==> src/hw/rtl/ellipsoid_support_point_macros.svh <==
// assertion macros for the ellipsoid support point block
`ifndef ELLIPSOID_SUPPORT_POINT_MACROS_SVH
`define ELLIPSOID_SUPPORT_POINT_MACROS_SVH
`ifndef SYNTH
`define ESP_ASSERT(lbl, prop) \
	lbl: assert property (@(posedge clk) disable iff (!arst_n) prop) \
	else $error("esp assertion failed");
`define ESP_ASSERT_ALWAYS(lbl, prop) \
	lbl: assert property (@(posedge clk) prop) else $error("esp assertion failed");
`else
`define ESP_ASSERT(lbl, prop)
`define ESP_ASSERT_ALWAYS(lbl, prop)
`endif
`endif

==> src/hw/rtl/esp_pkg.sv <==
package esp_pkg;

	localparam int FRAC_BITS = 16;
	localparam int AXIS_W    = 31;
	localparam int DIR_W     = 32;
	localparam int PROD_W    = 63;
	localparam int LIMB_W    = 32;
	localparam int MUL_LIMBS = 3;
	localparam int MUL_W     = LIMB_W * MUL_LIMBS;
	localparam int MULP_W    = 2 * MUL_W;
	localparam int Q_W       = 128;
	localparam int ROOT_BITS = 31;
	localparam int WORK_W    = 192;
	localparam int ADDR_W    = 4;
	localparam int BIT_W     = 5;

	localparam logic [AXIS_W-1:0] SEMI_RESET = AXIS_W'(1 << FRAC_BITS);

	// register indexes
	localparam logic [1:0] REG_SEMI_X = 2'd0;
	localparam logic [1:0] REG_SEMI_Y = 2'd1;
	localparam logic [1:0] REG_SEMI_Z = 2'd2;

	typedef struct packed {
		logic signed [DIR_W-1:0] dir_x;
		logic signed [DIR_W-1:0] dir_y;
		logic signed [DIR_W-1:0] dir_z;
	} req_t;

	typedef struct packed {
		logic signed [DIR_W-1:0] point_x;
		logic signed [DIR_W-1:0] point_y;
		logic signed [DIR_W-1:0] point_z;
		logic                    degenerate;
	} rsp_t;

	// control that travels with an item down the pipe
	typedef struct packed {
		logic       valid;
		logic       deg;
		logic [2:0] neg;
	} ctl_t;

endpackage

==> src/hw/rtl/esp_root_step.sv <==
module esp_root_step (
	input  logic                             clk,
	input  logic                             en,
	input  logic [esp_pkg::BIT_W-1:0]        bit_idx,
	input  logic [esp_pkg::Q_W-1:0]          q,
	input  logic [esp_pkg::WORK_W-1:0]       e_in,
	input  logic [esp_pkg::WORK_W-1:0]       rq_in,
	input  logic [esp_pkg::ROOT_BITS-1:0]    r_in,
	output logic [esp_pkg::WORK_W-1:0]       e_out,
	output logic [esp_pkg::WORK_W-1:0]       rq_out,
	output logic [esp_pkg::ROOT_BITS-1:0]    r_out
);

	logic [esp_pkg::WORK_W-1:0] qsh;
	logic [esp_pkg::WORK_W-1:0] t;
	logic                       take;

	// trial bit: (r + 2^b)^2 q - r^2 q = (2 r q + q 2^b) 2^b against the remainder
	always_comb begin
		qsh  = esp_pkg::WORK_W'(q) << bit_idx;
		t    = ((rq_in << 1) + qsh) << bit_idx;
		take = (t <= e_in);
	end

	always_ff @(posedge clk) begin
		if (en) begin
			e_out  <= take ? (e_in - t) : e_in;
			rq_out <= take ? (rq_in + qsh) : rq_in;
			r_out  <= take ? (r_in | (esp_pkg::ROOT_BITS'(1) << bit_idx)) : r_in;
		end
	end

endmodule

==> config.mk <==
export PLATFORM = sky130hd
export DESIGN_NAME = esp_root_step
export DESIGN_NICKNAME = d
export VERILOG_FILES = /design/src/hw/rtl/ellipsoid_support_point_macros.svh /design/src/hw/rtl/esp_pkg.sv /design/src/hw/rtl/esp_root_step.sv
export SDC_FILE = /design/constraint.sdc
export NUM_CORES = 2
export LEC_CHECK = 0
export BUFFER_PORTS_ARGS = -buffer_cell sky130_fd_sc_hd__buf_2
export CAP_MARGIN = 20
export CORE_MARGIN = 1
export CORE_UTILIZATION = 45
export CTS_BUF_LIST = sky130_fd_sc_hd__clkbuf_16
export DETAILED_ROUTE_END_ITERATION = 8
export HOLD_SLACK_MARGIN = 0.05
export PLACE_DENSITY = 0.67
export SLEW_MARGIN = 20
export SYNTH_ARGS = -nofsm -noshare
export SYNTH_HDL_FRONTEND = slang
export SYNTH_SLANG_ARGS = --single-unit
==> constraint.sdc <==
create_clock -name clk -period 23.4 [get_ports clk]
set_input_delay 3.51 -clock clk [delete_from_list [all_inputs] [get_ports clk]]
set_output_delay 3.51 -clock clk [all_outputs]
set_load 0.02 [all_outputs]
==> results.tsv <==
stage	metric	value	unit
run_status	status	completed	
die	row count	146	
critical_path	crit path launch type	primary input	
power_and_ir_drop	PD cells	89.7	nW/um2
synthesis	Post-synth ARST share	0	%
clocking	CTS tree	built	
drt	Remaining DRCs	0	
clocking	Setup Buffers After CTS	0	
clocking	Longest Clk Path Bufs	3	
cells_and_area	P&R area growth vs syn	10.1	%
run	Max-Cap Viols	0	
timing	Slew Limit Fails	0	
synthesis	FF+latch count, synth	415	
clocking	H-tree levels	2	
die	Core ar.	159000	um2
synthesis	leading area contributor after synthesis	edfxtp_1	
drt	Top Layer Used	met5	
synthesis	Post-synth top cells	a21oi_1, nand2_1, nor2_1	
placed_design	pre-CTS WS	5.04	ns
die	DIE HEIGHT	402	um
synthesis	Seq/Total Area, Yosys	17.3	%
timing	Max Fclk	55.4	MHz
die	Initial Util	45.3	%
cells_and_area	register area	12500	um2
critical_path	delay-heaviest family, CP	compound AO/OA/AOI/OAI gates	
timing	worst slew pin tran	1.24	ns
timing	Setup violations, final	0	
global_routing	vias in the first global route	75200	
synthesis	Cell Area, Synth	71900	um2
drt	drt wl/cell	30.4	um
critical_path	CP max stage cell	o22ai_1	
cells_and_area	design area	79100	um2
clocking	Root Driver	clkbuf_16	
timing	Fin Hold WS	3.06	ns
clocking	CTS Sinks	415	
timing	final-report hold violation count	0	
die	I/O pin total	965	
synthesis	syn nets	10500	
clocking	# hold bufs at CTS	0	
placed_design	Post-DP HPWL	308	mm
cells_and_area	Fillers	15800	
synthesis	Post-synth EDFFs	415	
die	Die W	402	um
cells_and_area	share of cells above drive strength 1	15.2	%
timing	Relative slew margins	17.4	%
drt	initial DRC count	10600	
timing	TNS Setup	0	ns
synthesis	area share of the largest cell type after synthesis	17.3	%
global_routing	total track usage	43.0	%
synthesis	Syn Inst Count	9469	
drt	via/cell ratio	6.75	
global_routing	initial antenna violation count	31	
synthesis	most frequent cell after synthesis	a21oi_1	
synthesis	synth warn	0	
synthesis	syn_area_per_cell	7.59	um2
critical_path	WS Path Type	in2reg	
critical_path	Bufs and invs on worst path	1	
clocking	CTS Buf Count	47	
critical_path	CP max stage delay	0.85	ns
synthesis	ys flop type	edfxtp_1	
clocking	CTS clk-pin slew, worst paths	0.06	ns
global_routing	largest net degree at the start of global routing	194	
drt	Antenna Nets Post-Route	0	
drt	first-pass iteration count of the detailed router	7	
timing	setup ws final	5.34	ns
global_routing	first-pass GRT wire length	520	mm
critical_path	CP arrival	18.45	ns
synthesis	top post-synthesis cells by area	edfxtp_1, mux2i_1, ha_1, a21oi_1, nand2_1	
timing	fin crit share	77.2	%
die	die area	161000	um2
cells_and_area	fin nets	10900	
drt	DR WL met2	159	mm
cells_and_area	area occupied by multi-input gates	56100	um2
synthesis	Unique masters post-synth	113	
drt	metal3 WL	37.7	mm
critical_path	CP required	23.79	ns
min_path	Hold WC Path Type	in2reg	
placed_design	gpl congestion	1.10	
placed_design	Post-DP Area	77500	um2
drt	DRT Wirelength	366	mm
placed_design	Buffers on Ports	964	
global_routing	gr ovfl total	0	
drt	via count	81200	
power_and_ir_drop	VDD IR-drop max	60.9	uV
power_and_ir_drop	leakage	34.3	nW
clocking	PostCTS Resize Cnt	0	
timing	Final min period	18.06	ns
critical_path	CP endpoint kind	flip-flop	
drt	wl on met1	147	mm
timing	RSZ-0062 raised after global routing	no	
critical_path	Max Fanout on Critical Path	86	
==> layout make-up <==
type	instances	area share, %
Tap cell	2072	3.28
Antenna cell	19	0.0601
Multi-Input combinational cell	8164	70.9
Clock inverter	38	0.387
Clock buffer	48	1.52
Inverter	242	1.15
Sequential cell	415	15.8
Timing Repair Buffer	1038	6.97
==> sequential cells by signal, indices dropped and copies added (netlist names) <==
name	flops
e_out	192
r_out	31
rq_out	192
==> where the power goes <==
part	internal [W]	switching [W]	total [W]
Sequential	0.00107	0.0000602	0.00113
Clock	0.000416	0.000340	0.000756
Combinational	0.00168	0.00354	0.00522
Total	0.00316	0.00394	0.00710
==> per-stage QoR <==
step	utilization, %	power [W]	cells
final	49.9	0.00710	12000
after global routing	49.9	0.00739	12000
after CTS	49.8	0.00691	12000
after detailed placement	48.9	0.00613	11900
after global placement	48.9	0.00614	11900
after floorplan	-	0.00437	9469
==> routing by layer <==
metal | track usage [%] | up-vias
met4 | 22.9 | 8
met2 | 66.3 | 5300
met3 | 8.47 | 932
met1 | 56.5 | 38900
li1 | - | 36100
met5 | 0 | -
==> cells in the final DEF (no fill, tap or decap), types with 47 or more instances in the layout <==
master,instances
mux4_2,151
a21oi_1,1202
nor2b_1,59
o31ai_1,53
o21bai_1,166
nor4_1,51
nor3_1,159
nor2_1,885
mux2_2,105
nand4_1,287
or2_2,55
a21o_1,420
buf_2,958
o21a_1,100
edfxtp_1,415
and2_1,73
inv_1,242
a21boi_0,47
a211oi_1,69
clkbuf_16,48
ha_1,482
nand2_1,1070
nand3_1,107
o21ai_0,588
and3_1,57
buf_4,66
xnor2_1,388
xor2_1,212
mux2i_1,671
a31oi_1,74
nand2b_1,62
==> kinds of logic (layout without fill, tap and decap cells) <==
| family | count (synthesis) | in the layout | share of synthesized area [%] |
|---|---|---|---|
| AOI/OAI and AO/OA | 3133 | 3133 | 27.0 |
| xor gates and xnor gates | 602 | 602 | 7.36 |
| adders and majority gates | 503 | 503 | 8.71 |
| buffers and inverters | 890 | 1366 | 4.73 |
| DFF | 415 | 415 | 17.3 |
| muxes | 933 | 933 | 15.8 |
| other | 0 | 19 | 0 |
| and+or+nand+nor | 2993 | 2993 | 19.0 |
==> path summary, 6_finish.rpt <==
path                         end  cells after the start  slack, ns  startpoint
worst max-delay path  e_out[185]                     43       5.34  bit_idx[2]
worst min-delay path    r_out[8]                      2       3.06     r_in[8]
Power figures use the tool's default switching activity.
